`config.mk`:
```
export PLATFORM = sky130hd
export DESIGN_NAME = scanline_line_follow_steer
export DESIGN_NICKNAME = d
export VERILOG_FILES = /design/src/sv/slfs_pkg.sv /design/src/sv/scanline_line_follow_steer.sv
export VERILOG_INCLUDE_DIRS = /design/src /design/src/sv
export SDC_FILE = /design/constraint.sdc
export NUM_CORES = 1
export LEC_CHECK = 0
export BUFFER_PORTS_ARGS = -buffer_cell sky130_fd_sc_hd__buf_4
export CAP_MARGIN = 20
export CORE_MARGIN = 3
export CORE_UTILIZATION = 61
export DETAILED_ROUTE_END_ITERATION = 12
export PLACE_DENSITY = 0.79
export SKIP_LAST_GASP = 1
export SYNTH_ARGS = -nofsm -noshare
export SYNTH_HDL_FRONTEND = slang
export SYNTH_SLANG_ARGS = --single-unit
export TNS_END_PERCENT = 30
```
`constraint.sdc`:
```
create_clock -name clk -period 23.1 [get_ports clk]
set_clock_uncertainty 0.2 [all_clocks]
set_input_delay 1.155 -clock clk [delete_from_list [all_inputs] [get_ports clk]]
set_output_delay 1.155 -clock clk [all_outputs]
set_load 0.05 [all_outputs]
```
`src/sv/scanline_line_follow_steer_assert.svh`:
```
// Assertion macros for the scanline line-follow steering block.
// Included by the top level; no other dependencies.
`ifndef SCANLINE_LINE_FOLLOW_STEER_ASSERT_SVH
`define SCANLINE_LINE_FOLLOW_STEER_ASSERT_SVH

// Same-cycle implication, checked outside reset.
`define SLFS_ASSERT_NOW(label, clk, rst_n, ante, cons, msg) \
    label: assert property (@(posedge clk) disable iff (!rst_n) (ante) |-> (cons)) \
        else $error(msg);

// Next-cycle implication, checked outside reset.
`define SLFS_ASSERT_NEXT(label, clk, rst_n, ante, cons, msg) \
    label: assert property (@(posedge clk) disable iff (!rst_n) (ante) |=> (cons)) \
        else $error(msg);

`endif

```
`src/sv/slfs_pkg.sv`:
```
// Shared constants, types and helpers for the scanline line-follow steering block.
// No dependencies.
package slfs_pkg;

    // Default geometry
    localparam int ROW_WIDTH_DEF    = 320;
    localparam int CENTER_WIDTH_DEF = 80;

    // Field widths
    localparam int PIX_W   = 8;
    localparam int GAIN_W  = 16;
    localparam int BASE_W  = 8;
    localparam int CNT_W   = 7;
    localparam int SUM_W   = 13;
    localparam int SPEED_W = 9;
    localparam int FRAC_W  = 16;
    localparam int PROD_W  = SUM_W + GAIN_W;
    localparam int WIDE_W  = SUM_W + 2;

    // Saturation limits
    localparam logic [SUM_W-1:0] SUM_MAX = '1;
    localparam logic [CNT_W-1:0] CNT_MAX = '1;
    localparam int SPEED_LIM = 255;

    // Configuration port
    localparam int CFG_IDX_W  = 2;
    localparam int CFG_DATA_W = 16;
    localparam logic [CFG_IDX_W-1:0] CFG_PIXEL_THRESHOLD  = 2'd0;
    localparam logic [CFG_IDX_W-1:0] CFG_STEER_GAIN       = 2'd1;
    localparam logic [CFG_IDX_W-1:0] CFG_BASE_SPEED       = 2'd2;
    localparam logic [CFG_IDX_W-1:0] CFG_CENTER_MIN_COUNT = 2'd3;

    // Register reset values
    localparam logic [PIX_W-1:0]  THRESHOLD_RST  = 8'd120;
    localparam logic [GAIN_W-1:0] GAIN_RST       = 16'd590;
    localparam logic [BASE_W-1:0] BASE_RST       = 8'd70;
    localparam logic [CNT_W-1:0]  CENTER_MIN_RST = 7'd44;

    // Row totals handed from the accumulator to the steering stage
    typedef struct packed {
        logic [SUM_W-1:0] right_sum;
        logic [SUM_W-1:0] left_sum;
        logic             on_line;
    } row_sum_t;

    // Clamp a wide signed speed to +/- SPEED_LIM
    function automatic logic signed [SPEED_W-1:0] clamp_speed(
        input logic signed [WIDE_W-1:0] v
    );
        logic signed [SPEED_W-1:0] r;
        if (v > WIDE_W'(SPEED_LIM))
            r = SPEED_W'(SPEED_LIM);
        else if (v < -WIDE_W'(SPEED_LIM))
            r = -SPEED_W'(SPEED_LIM);
        else
            r = v[SPEED_W-1:0];
        return r;
    endfunction

endpackage

```
`src/sv/scanline_line_follow_steer.sv`:
```
// Top level of the scanline line-follow steering block.
// Depends on slfs_pkg and scanline_line_follow_steer_assert.svh.

// Takes one pixel transaction per clock with no gaps needed: the band weighting,
// the bright compare and the accumulator update all finish in the cycle the
// pixel is accepted. A pixel with row_end set closes the row; its totals move
// into a row-summary register at that edge, and from there the steering
// stage (one 13x16 multiply, the floor/ceiling correction and the speed clamp)
// loads the result register whenever that register is empty or being drained,
// which raises result_valid; the result transaction completes when
// result_ready is also high. The summary register and the result register
// together decouple the sides: pixel_ready drops only when a finished result
// waits and another row summary is already queued behind it. Columns past
// ROW_WIDTH are ignored, column zero lies in no band, the accumulators
// saturate at 8191 and the centre count at 127. Configuration writes take
// effect on the next clock and are meant for idle periods only.
module scanline_line_follow_steer #(
    parameter int ROW_WIDTH    = slfs_pkg::ROW_WIDTH_DEF,
    parameter int CENTER_WIDTH = slfs_pkg::CENTER_WIDTH_DEF
) (
    input  logic                                   clk,
    input  logic                                   rst_n,
    // configuration write port
    input  logic                                   cfg_we,
    input  logic [slfs_pkg::CFG_IDX_W-1:0]         cfg_index,
    input  logic [slfs_pkg::CFG_DATA_W-1:0]        cfg_data,
    // pixel stream
    input  logic                                   pixel_valid,
    output logic                                   pixel_ready,
    input  logic [slfs_pkg::PIX_W-1:0]             pixel,
    input  logic                                   row_end,
    // row results
    output logic                                   result_valid,
    input  logic                                   result_ready,
    output logic signed [slfs_pkg::SPEED_W-1:0]    left_speed,
    output logic signed [slfs_pkg::SPEED_W-1:0]    right_speed,
    output logic [slfs_pkg::SUM_W-1:0]             right_weight_sum,
    output logic [slfs_pkg::SUM_W-1:0]             left_weight_sum,
    output logic                                   on_line,
    output logic                                   turning_left
);
    import slfs_pkg::*;

    `include "scanline_line_follow_steer_assert.svh"

    // Band geometry. SIDE is the width of each outer band; column SIDE is
    // shared by the right band (weight zero) and the centre band.
    localparam int SIDE       = ROW_WIDTH / 2 - CENTER_WIDTH / 2;
    localparam int LEFT_START = SIDE + CENTER_WIDTH;
    localparam int LEFT_END   = LEFT_START + SIDE;
    localparam int COL_W      = $clog2(ROW_WIDTH + 2);

    localparam logic [COL_W-1:0] ROW_END_C    = COL_W'(ROW_WIDTH);
    localparam logic [COL_W-1:0] SIDE_C       = COL_W'(SIDE);
    localparam logic [COL_W-1:0] LEFT_START_C = COL_W'(LEFT_START);
    localparam logic [COL_W-1:0] LEFT_END_C   = COL_W'(LEFT_END);
    localparam logic [COL_W-1:0] COL_ONE      = COL_W'(1);
    localparam logic [PROD_W:0]  CEIL_BIAS    = (PROD_W+1)'((1 << FRAC_W) - 1);

    // ------------------------------------------------------------------
    // Configuration registers
    // ------------------------------------------------------------------
    logic [PIX_W-1:0]  threshold_reg;
    logic [GAIN_W-1:0] gain_reg;
    logic [BASE_W-1:0] base_reg;
    logic [CNT_W-1:0]  center_min_reg;

    always_ff @(posedge clk or negedge rst_n)
    begin
        if (!rst_n)
        begin
            threshold_reg  <= THRESHOLD_RST;
            gain_reg       <= GAIN_RST;
            base_reg       <= BASE_RST;
            center_min_reg <= CENTER_MIN_RST;
        end
        else if (cfg_we)
        begin
            case (cfg_index)
                CFG_PIXEL_THRESHOLD:  threshold_reg  <= cfg_data[PIX_W-1:0];
                CFG_STEER_GAIN:       gain_reg       <= cfg_data[GAIN_W-1:0];
                CFG_BASE_SPEED:       base_reg       <= cfg_data[BASE_W-1:0];
                CFG_CENTER_MIN_COUNT: center_min_reg <= cfg_data[CNT_W-1:0];
                default: ;
            endcase
        end
    end

    // ------------------------------------------------------------------
    // Pipeline control
    // ------------------------------------------------------------------
    logic     summary_valid_reg;
    row_sum_t summary_reg;
    logic     out_valid_reg;
    logic     summary_advance;
    logic     pixel_accept;

    // The summary moves on when the result register is empty or being drained.
    assign summary_advance = !out_valid_reg || result_ready;
    assign pixel_ready     = !summary_valid_reg || summary_advance;
    assign pixel_accept    = pixel_valid && pixel_ready;

    // ------------------------------------------------------------------
    // Per-pixel accumulation
    // ------------------------------------------------------------------
    logic [COL_W-1:0] col_reg,    col_next;
    logic [SUM_W-1:0] right_reg,  right_next;
    logic [SUM_W-1:0] left_reg,   left_next;
    logic [CNT_W-1:0] center_reg, center_next;

    logic             bright;
    logic             in_row;
    logic             hit_right;
    logic             hit_center;
    logic             hit_left;
    logic [COL_W-1:0] right_weight;
    logic [COL_W-1:0] left_weight;
    logic [SUM_W:0]   right_total;
    logic [SUM_W:0]   left_total;
    logic [CNT_W:0]   center_total;
    logic [SUM_W-1:0] right_upd;
    logic [SUM_W-1:0] left_upd;
    logic [CNT_W-1:0] center_upd;
    logic [COL_W-1:0] col_upd;
    row_sum_t         summary_next;
    logic             summary_valid_next;

    always_comb
    begin
        bright     = pixel > threshold_reg;
        in_row     = col_reg < ROW_END_C;
        hit_right  = bright && in_row && (col_reg >= COL_ONE) && (col_reg <= SIDE_C);
        hit_center = bright && in_row && (col_reg >= SIDE_C) && (col_reg < LEFT_START_C);
        hit_left   = bright && in_row && (col_reg >= LEFT_START_C) && (col_reg < LEFT_END_C);

        right_weight = SIDE_C - col_reg;
        left_weight  = col_reg - LEFT_START_C;

        right_total  = {1'b0, right_reg} + (SUM_W+1)'(right_weight);
        left_total   = {1'b0, left_reg} + (SUM_W+1)'(left_weight);
        center_total = {1'b0, center_reg} + (CNT_W+1)'(1);

        // Saturate each running sum at its register width.
        right_upd  = right_reg;
        left_upd   = left_reg;
        center_upd = center_reg;
        if (hit_right)
            right_upd = right_total[SUM_W] ? SUM_MAX : right_total[SUM_W-1:0];
        if (hit_left)
            left_upd = left_total[SUM_W] ? SUM_MAX : left_total[SUM_W-1:0];
        if (hit_center)
            center_upd = center_total[CNT_W] ? CNT_MAX : center_total[CNT_W-1:0];
        col_upd = in_row ? col_reg + COL_ONE : col_reg;

        // Hold by default; advance on an accepted pixel, clear at row end.
        col_next    = col_reg;
        right_next  = right_reg;
        left_next   = left_reg;
        center_next = center_reg;
        if (pixel_accept)
        begin
            if (row_end)
            begin
                col_next    = '0;
                right_next  = '0;
                left_next   = '0;
                center_next = '0;
            end
            else
            begin
                col_next    = col_upd;
                right_next  = right_upd;
                left_next   = left_upd;
                center_next = center_upd;
            end
        end

        summary_next.right_sum = right_upd;
        summary_next.left_sum  = left_upd;
        summary_next.on_line   = center_upd > center_min_reg;

        summary_valid_next = summary_valid_reg;
        if (pixel_accept && row_end)
            summary_valid_next = 1'b1;
        else if (summary_advance)
            summary_valid_next = 1'b0;
    end

    always_ff @(posedge clk or negedge rst_n)
    begin
        if (!rst_n)
        begin
            col_reg           <= '0;
            right_reg         <= '0;
            left_reg          <= '0;
            center_reg        <= '0;
            summary_valid_reg <= 1'b0;
        end
        else
        begin
            col_reg           <= col_next;
            right_reg         <= right_next;
            left_reg          <= left_next;
            center_reg        <= center_next;
            summary_valid_reg <= summary_valid_next;
        end
    end

    // Row totals need no reset; the valid flag guards them.
    always_ff @(posedge clk)
    begin
        if (pixel_accept && row_end)
            summary_reg <= summary_next;
    end

    // ------------------------------------------------------------------
    // Steering: pick the larger error, scale it, form the wheel speeds
    // ------------------------------------------------------------------
    logic                     turn_left;
    logic [SUM_W-1:0]         err;
    logic [PROD_W-1:0]        scaled;
    logic [PROD_W:0]          scaled_up;
    logic [SUM_W-1:0]         err_floor;
    logic [SUM_W:0]           err_ceil;
    logic signed [WIDE_W-1:0] speed_plus;
    logic signed [WIDE_W-1:0] speed_minus;
    logic signed [SPEED_W-1:0] plus_sat;
    logic signed [SPEED_W-1:0] minus_sat;

    always_comb
    begin
        // Ties go to the left error.
        turn_left = summary_reg.right_sum > summary_reg.left_sum;
        err       = turn_left ? summary_reg.right_sum : summary_reg.left_sum;
        scaled    = PROD_W'(err) * PROD_W'(gain_reg);
        scaled_up = {1'b0, scaled} + CEIL_BIAS;
        err_floor = scaled[PROD_W-1:FRAC_W];
        err_ceil  = scaled_up[PROD_W:FRAC_W];

        speed_plus  = $signed({{(WIDE_W-BASE_W){1'b0}}, base_reg})
                    + $signed({{(WIDE_W-SUM_W){1'b0}}, err_floor});
        speed_minus = $signed({{(WIDE_W-BASE_W){1'b0}}, base_reg})
                    - $signed({{(WIDE_W-SUM_W-1){1'b0}}, err_ceil});
        plus_sat    = clamp_speed(speed_plus);
        minus_sat   = clamp_speed(speed_minus);
    end

    // ------------------------------------------------------------------
    // Result register
    // ------------------------------------------------------------------
    logic                      out_valid_next;
    logic signed [SPEED_W-1:0] left_speed_reg;
    logic signed [SPEED_W-1:0] right_speed_reg;
    logic [SUM_W-1:0]          right_sum_reg;
    logic [SUM_W-1:0]          left_sum_reg;
    logic                      on_line_reg;
    logic                      turning_left_reg;

    always_comb
    begin
        out_valid_next = out_valid_reg;
        if (summary_advance)
            out_valid_next = summary_valid_reg;
    end

    always_ff @(posedge clk or negedge rst_n)
    begin
        if (!rst_n)
            out_valid_reg <= 1'b0;
        else
            out_valid_reg <= out_valid_next;
    end

    always_ff @(posedge clk)
    begin
        if (summary_advance && summary_valid_reg)
        begin
            left_speed_reg   <= turn_left ? minus_sat : plus_sat;
            right_speed_reg  <= turn_left ? plus_sat : minus_sat;
            right_sum_reg    <= summary_reg.right_sum;
            left_sum_reg     <= summary_reg.left_sum;
            on_line_reg      <= summary_reg.on_line;
            turning_left_reg <= turn_left;
        end
    end

    assign result_valid     = out_valid_reg;
    assign left_speed       = left_speed_reg;
    assign right_speed      = right_speed_reg;
    assign right_weight_sum = right_sum_reg;
    assign left_weight_sum  = left_sum_reg;
    assign on_line          = on_line_reg;
    assign turning_left     = turning_left_reg;

    // ------------------------------------------------------------------
    // Assertions
    // ------------------------------------------------------------------
    // A queued summary behind a stalled result must block the pixel side.
    `SLFS_ASSERT_NOW(a_stall_blocks_input, clk, rst_n, summary_valid_reg && out_valid_reg && !result_ready, !pixel_ready, "pixel accepted while both stages are full")
    // Closing a row clears the running state.
    `SLFS_ASSERT_NEXT(a_row_end_clears, clk, rst_n, pixel_accept && row_end, col_reg == '0 && right_reg == '0 && left_reg == '0 && center_reg == '0, "row state not cleared after row end")
    // The column counter stops at the row width.
    `SLFS_ASSERT_NOW(a_col_bound, clk, rst_n, 1'b1, col_reg <= ROW_END_C, "column count past row width")
    // The wheel on the turning side never runs faster than the other.
    `SLFS_ASSERT_NOW(a_speed_order, clk, rst_n, result_valid, (turning_left && right_speed >= left_speed) || (!turning_left && left_speed >= right_speed), "steering speeds out of order")

endmodule
```
==> summary.txt, run 1 <==
Synth
  – Top cell type by total area after synthesis: fa_1
  – Yosys reg bits: 156
  – Share of the synthesized area in the top cell type: 0.1916
  – Mapped Nets: 2094
  – Avg Cell Area, Syn: 9.382 sq um
  – Total number of yosys warnings: 0
  – Post-synth ARST share: 0.5321
  – Cells after synthesis: 1760
  – Most frequent cell after synthesis: inv_1
  – Share of the yosys chip area belonging to registers: 0.2597
  – Post-synth EDFFs: 73
  – Synth cell count leaders: inv_1, nand2_1, fa_1, ha_1, nor2_1
  – Post-synth cell types: 94
  – Post-synthesis cell area: 16510 sq um
  – Top post-synthesis cells by area: fa_1, edfxtp_1, ha_1
  – Synth Flop Type: edfxtp_1

Clock tree
  – Sink Count: 156
  – Skew-Pair Late Insertion Delay: 0.44 ns
  – H-tree levels: 4
  – CTS buffer count: 17
  – Post-CTS Hold Fix Bufs: 0
  – CTS tree: yes
  – Clk root buf: clkbuf_16
  – PostCTS Resize Cnt: 0
  – Post-CTS setup buffers: 0
  – Longest Clk Path Bufs: 2
  – Worst-path clk slew: 0.07 ns

Cells and area
  – Layout cells sized above 1: 0.1307
  – Area grow syn2layout: 9.169%
  – Largest register FFs: 27
  – Fin nets: 2149
  – Fill cell count: 2048
  – Diode count: 0

Detailed routing
  – Routed Antenna Nets: 0
  – WL/cell: 18.53 microns
  – Drt drc: 0
  – Drt first pass iters: 5
  – DR vias: 12850
  – Via density: 5.939
  – Final WL: 40070 microns
  – DRT iter0 DRCs: 958

Global routing
  – GRT overflow: 0
  – GRT Total Usage: 0.2908
  – Pin count of the biggest net entering global routing: 53
  – First-pass GRT wire length: 67250 microns
  – Antenna violations before repair: 0
  – Vias in the first global route: 13250

Placement
  – Final HPWL from detailed placement: 30590 microns
  – GP Congestion: 0.9241
  – Port Buffer Count: 79

Timing
  – Slew Limit Headroom: 0.2801
  – Final setup vio count: 0
  – RSZ-0062 raised after global routing: false
  – Final period util: 0.5403
  – Final worst path period need: 12.48 ns
  – Worst Tran Pin Value: 1.066 ns
  – TNS Setup: 0 ns
  – Final Max Slew Viols: 0
  – Achievable Freq: 80.12 MHz
  – Hold Violations, Final: 0

Die
  – Row count: 59
  – Starting Density: 0.6265
  – Die X: 170.5 microns
  – Core area: 26350 sq um
  – Die height: 170.5 microns
  – I/O pin count: 80
  – Die area: 29080 sq um

Setup path
  – Worst Path Arrival: 12.54 ns
  – CP required: 23.16 ns
  – Slowest Stage Delay on Critical Path: 0.87 ns
  – Worst setup EP type: register
  – CP max stage cell: o41ai_1
  – Startpoint Class: register
  – Worst Setup Path Type: reg -> reg
  – Critical path fanouts, max: 37

Min path
  – Hold WC Path Type: reg -> reg

Run
  – Max-Cap Viols: 0

Status
  – Status: finished clean
[through the flow]
| step | worst slack (ns) | hold slack, ns | instance area, sq um | utilization | cells |
|---|---|---|---|---|---|
| after floorplan | 12.33 | 0.2003 | 16510 | - | 1760 |
| after global placement | 10.80 | 0.2185 | 17400 | 0.6601 | 2127 |
| after detailed placement | 10.30 | 0.2263 | 17400 | 0.6604 | 2128 |
| after CTS | 10.26 | 0.2413 | 17990 | 0.6827 | 2160 |
| after global routing | 9.750 | 0.2533 | 18030 | 0.6840 | 2163 |
| final | 10.62 | 0.2452 | 18030 | 0.6840 | 2163 |
[layout by cell type, fill, tap and decap left out, drive strengths merged, types with 21 or more instances in the layout]
master and instances:
a211oi 21, a21oi 63, and2 74, buf 101, dfrtp 68, edfxtp 73
fa 158, ha 144, inv 271, mux2 39, nand2 192, nand2b 21
nand3 27, nor2 93, nor2b 56, nor3 21, o21ai 78, xnor2 39
xor2 21
[routing by layer]
metal,vias up,global-route usage,share of wire
li1,5987,-,-
met3,68,0.05591,0.076
met5,-,0,0
met1,6295,0.4179,0.44
met4,0,0.08007,0.022
met2,496,0.4562,0.46
[path summary, 6_finish.rpt]
path                                  to  slack [ns]  depth (start not counted)            start
max                        left_speed[6]       10.62                         41  summary_reg[22]
min                              on_line        0.25                          0   summary_reg[0]
max reg2reg                left_speed[6]       10.62                         41  summary_reg[22]
min reg2reg                      on_line        0.25                          0   summary_reg[0]
max in group asynchronous  center_reg[0]       21.14                          2            rst_n
min in group asynchronous    left_reg[4]        0.48                          1            rst_n
[critical path, delay by kind of cell (launching register included)]
family                   cells  cell delay [ns]
AO/OA/AOI/OAI               14             3.98
XOR/XNOR                     1             0.27
adder cells (fa/ha/maj)      8             3.54
buffers and inverters        8             1.24
flip-flops                   1             0.44
multiplexers                 1             0.64
AND/OR/NAND/NOR              9             1.98
[cell type report]
type | instances | area [sq um] | area share
flip-flops and latches | 156 | 4288 | 0.2379
clock inverters | 14 | 157.7 | 0.008746
multi-input cells | 1273 | 10960 | 0.6082
well taps | 335 | 419.2 | 0.02325
repair buffers | 101 | 770.7 | 0.04276
clock buffers | 18 | 429.2 | 0.02381
inverters | 266 | 998.5 | 0.05539
[cells by family (layout without fill, tap and decap cells)]
family / count (synthesis) / after routing / synth area share
compound gates: 301 / 301 / 0.1258
xor+xnor: 60 / 60 / 0.03228
fa+ha+maj: 302 / 302 / 0.3007
buf+inv: 331 / 399 / 0.07752
flops: 156 / 156 / 0.2597
mux: 48 / 48 / 0.03205
simple gates: 562 / 562 / 0.1720
Power of run 1 is not shown: default switching activity piles up to over one toggle a cycle in this logic, so the estimate is an artifact.
==> run 2, diff against run 1 <==
--- a/config.mk
+++ b/config.mk
@@ -6,6 +6,7 @@
 export SDC_FILE = /design/constraint.sdc
 export NUM_CORES = 1
 export LEC_CHECK = 0
+export ABC_AREA = 1
 export BUFFER_PORTS_ARGS = -buffer_cell sky130_fd_sc_hd__buf_4
 export CAP_MARGIN = 20
 export CORE_MARGIN = 3
==> constraint.sdc (replaced) <==
create_clock -name clk -period 12.68 [get_ports clk]
set_clock_uncertainty 0.2 [all_clocks]
set_input_delay 0.634 -clock clk [delete_from_list [all_inputs] [get_ports clk]]
set_output_delay 0.634 -clock clk [all_outputs]
set_load 0.05 [all_outputs]
==> run 2 against run 1 <==
  * Die area grew 1.1%
  * Global-route usage up 1.7 points
  * Design area increased by 0.99%
  * Register-to-register slack got worse by 8.8 ns
  * Final cell count grew 17%
  * Critical path type unchanged
  * Largest cell class unchanged
==> summary.txt, run 2 <==
Clock tree
  – Sink Count: 156 (unchanged)
  – H-tree levels: 4 (unchanged)
  – CTS tree: yes (unchanged)
  – Worst-path clk slew: 0.07 ns (about the same)
  – Clk root buf: clkbuf_16 (unchanged)
  – Post-CTS Hold Fix Bufs: 1 (was 0)
  – Skew-Pair Late Insertion Delay: 0.43 ns (was 0.44 ns)
  – Longest Clk Path Bufs: 2 (unchanged)
  – Post-CTS setup buffers: 0 (unchanged)
  – PostCTS Resize Cnt: 0 (unchanged)
  – CTS buffer count: 17 (unchanged)

Synth
  – Post-synthesis cell area: 16700 sq um (was 16510 sq um)
  – Most frequent cell after synthesis: nand2_1 (was inv_1)
  – Avg Cell Area, Syn: 7.926 sq um (was 9.382 sq um)
  – Post-synth ARST share: 0.5321 (unchanged)
  – Synth cell count leaders: nand2_1, inv_1, nor2_1, fa_1, ha_1 (was inv_1, nand2_1, fa_1, ha_1, nor2_1)
  – Synth Flop Type: edfxtp_1 (unchanged)
  – Top post-synthesis cells by area: fa_1, edfxtp_1, nand2_1 (was fa_1, edfxtp_1, ha_1)
  – Total number of yosys warnings: 0 (unchanged)
  – Share of the synthesized area in the top cell type: 0.1894 (was 0.1916)
  – Cells after synthesis: 2107 (was 1760)
  – Yosys reg bits: 156 (unchanged)
  – Top cell type by total area after synthesis: fa_1 (unchanged)
  – Post-synth EDFFs: 73 (unchanged)
  – Post-synth cell types: 51 (was 94)
  – Share of the yosys chip area belonging to registers: 0.2567 (was 0.2597)
  – Mapped Nets: 2441 (was 2094)

Timing
  – TNS Setup: 0 ns (unchanged)
  – RSZ-0062 raised after global routing: false (unchanged)
  – Worst Tran Pin Value: 0.9434 ns (was 1.066 ns)
  – Final setup vio count: 0 (unchanged)
  – Final worst path period need: 10.89 ns (was 12.48 ns)
  – Slew Limit Headroom: 0.3669 (was 0.2801)
  – Final period util: 0.8590 (was 0.5403)
  – Final Max Slew Viols: 0 (unchanged)
  – Hold Slack: 0.2426 ns (was 0.2452 ns)
  – Achievable Freq: 91.81 MHz (was 80.12 MHz)
  – Hold Violations, Final: 0 (unchanged)

Cells and area
  – Fill cell count: 2149 (was 2048)
  – Layout cells sized above 1: 0.1109 (was 0.1307)
  – Diode count: 0 (unchanged)
  – Commonest cells after routing, fill and taps aside: nand2_1, inv_1, nor2_1 (was inv_1, nand2_1, fa_1)
  – Area grow syn2layout: 9.005% (was 9.169%)
  – Final cell count without fillers: 2526 (was 2163)
  – Fin nets: 2512 (was 2149)
  – Commonest non-fill, non-tap cell in the layout: nand2_1 (was inv_1)
  – Largest register FFs: 27 (unchanged)

Setup path
  – WP buf/inv: 7 (was 8)
  – Slack of the worst reg-to-reg path: 1.79 ns (was 10.62 ns)
  – Family with the most delay on the worst path: adder cells (was compound AO/OA/AOI/OAI gates)
  – Slowest Stage Delay on Critical Path: 0.74 ns (was 0.87 ns)
  – RR Startpoint: summary_reg[18] (was summary_reg[22])
  – CP required: 12.66 ns (was 23.16 ns)
  – Critical path fanouts, max: 27 (was 37)
  – Worst Path Arrival: 10.88 ns (was 12.54 ns)
  – Startpoint Class: register (unchanged)
  – Worst Setup Path Type: reg -> reg (unchanged)
  – Most frequent CP cell: nand2_1
  – Worst setup EP type: register (unchanged)
  – CP max stage cell: o21ai_1 (was o41ai_1)
  – Crit. Startpoint: summary_reg[18] (was summary_reg[22])

Detailed routing
  – Drt drc: 0 (unchanged)
  – Via density: 5.572 (was 5.939)
  – DR vias: 14080 (was 12850)
  – DRT iter0 DRCs: 1211 (was 958)
  – Final WL: 43490 microns (was 40070 microns)
  – Routed Antenna Nets: 0 (unchanged)
  – WL/cell: 17.22 microns (was 18.53 microns)
  – Drt first pass iters: 6 (was 5)

Placement
  – Dpl cells: 2492 (was 2128)
  – Final HPWL from detailed placement: 35010 microns (was 30590 microns)
  – GP Congestion: 1.025 (was 0.9241)
  – Port Buffer Count: 79 (unchanged)

Min path
  – Hold WC Path Type: in -> reg (was reg -> reg)
  – HP Start: cfg_data[11] (was summary_reg[0])

Status
  – Status: finished clean (unchanged)

Run
  – Max-Cap Viols: 0 (unchanged)

Die
  – Die X: 171.5 microns (was 170.5 microns)
  – Core area: 26500 sq um (was 26350 sq um)
  – Row count: 59 (unchanged)
  – I/O pin count: 80 (unchanged)
  – Starting Density: 0.6302 (was 0.6265)
  – Die area: 29400 sq um (was 29080 sq um)
  – Die height: 171.5 microns (was 170.5 microns)

Global routing
  – Vias in the first global route: 14200 (was 13250)
  – GRT overflow: 0 (unchanged)
  – GRT Total Usage: 0.3073 (was 0.2908)
  – Antenna violations before repair: 0 (unchanged)
  – First-pass GRT wire length: 70550 microns (was 67250 microns)
  – Pin count of the biggest net entering global routing: 60 (was 53)
run 2: worst register-to-register path, delay by kind of cell, from the launching register on:
family	cells	cell delay (ns)
fa+ha+maj	9	3.91
flops	1	0.42
compound gates	6	1.79
buf+inv	7	1.03
simple gates	26	3.00
xor+xnor	1	0.26
run 2: metrics by stage:
stage / instance area (sq um) / util / setup slack, ns
detailed placement: 17630 / 0.6651 / 1.934
global placement: 17630 / 0.6651 / 2.334
CTS: 18190 / 0.6864 / 1.776
floorplan: 16700 / - / 3.587
finish: 18210 / 0.6869 / 1.788
global route: 18210 / 0.6869 / 1.054
run 2: kinds of logic after synthesis:
| kind of cell | count (synthesis) | share of synthesized area |
|---|---|---|
| adders and majority gates | 302 | 0.2973 |
| DFF | 156 | 0.2567 |
| and+or+nand+nor | 870 | 0.2337 |
| xor gates and xnor gates | 42 | 0.02248 |
| buffers and inverters | 513 | 0.1166 |
| AOI/OAI and AO/OA | 224 | 0.07319 |
run 2: final cells by class:
cell class | count | area (sq um) | share of cell area
Clock buffer | 19 | 432.9 | 0.02378
Clock inverter | 13 | 121.4 | 0.006667
Inverter | 476 | 1787 | 0.09814
Multi-Input combinational cell | 1438 | 10480 | 0.5756
Sequential cell | 156 | 4288 | 0.2355
Tap cell | 335 | 419.2 | 0.02302
Timing Repair Buffer | 89 | 678.2 | 0.03725
run 2: path summary, 6_finish.rpt:
path	endpoint	cells after the start
worst min-delay path	gain_reg[11]	3
min in group asynchronous	left_reg[2]	2
worst min register to register	left_weight_sum[3]	0
worst max register to register	left_speed[0]	49
worst max-delay path	left_speed[0]	49
max in group asynchronous	gain_reg[7]	3
run 2: per-layer routing:
| metal | GRT usage | share of wire |
|---|---|---|
| met1 | 0.3842 | 0.40 |
| met2 | 0.5298 | 0.49 |
| met3 | 0.04918 | 0.072 |
| met4 | 0.1344 | 0.043 |
| met5 | 0 | 0 |
Power of run 2 is left out for the same reason.
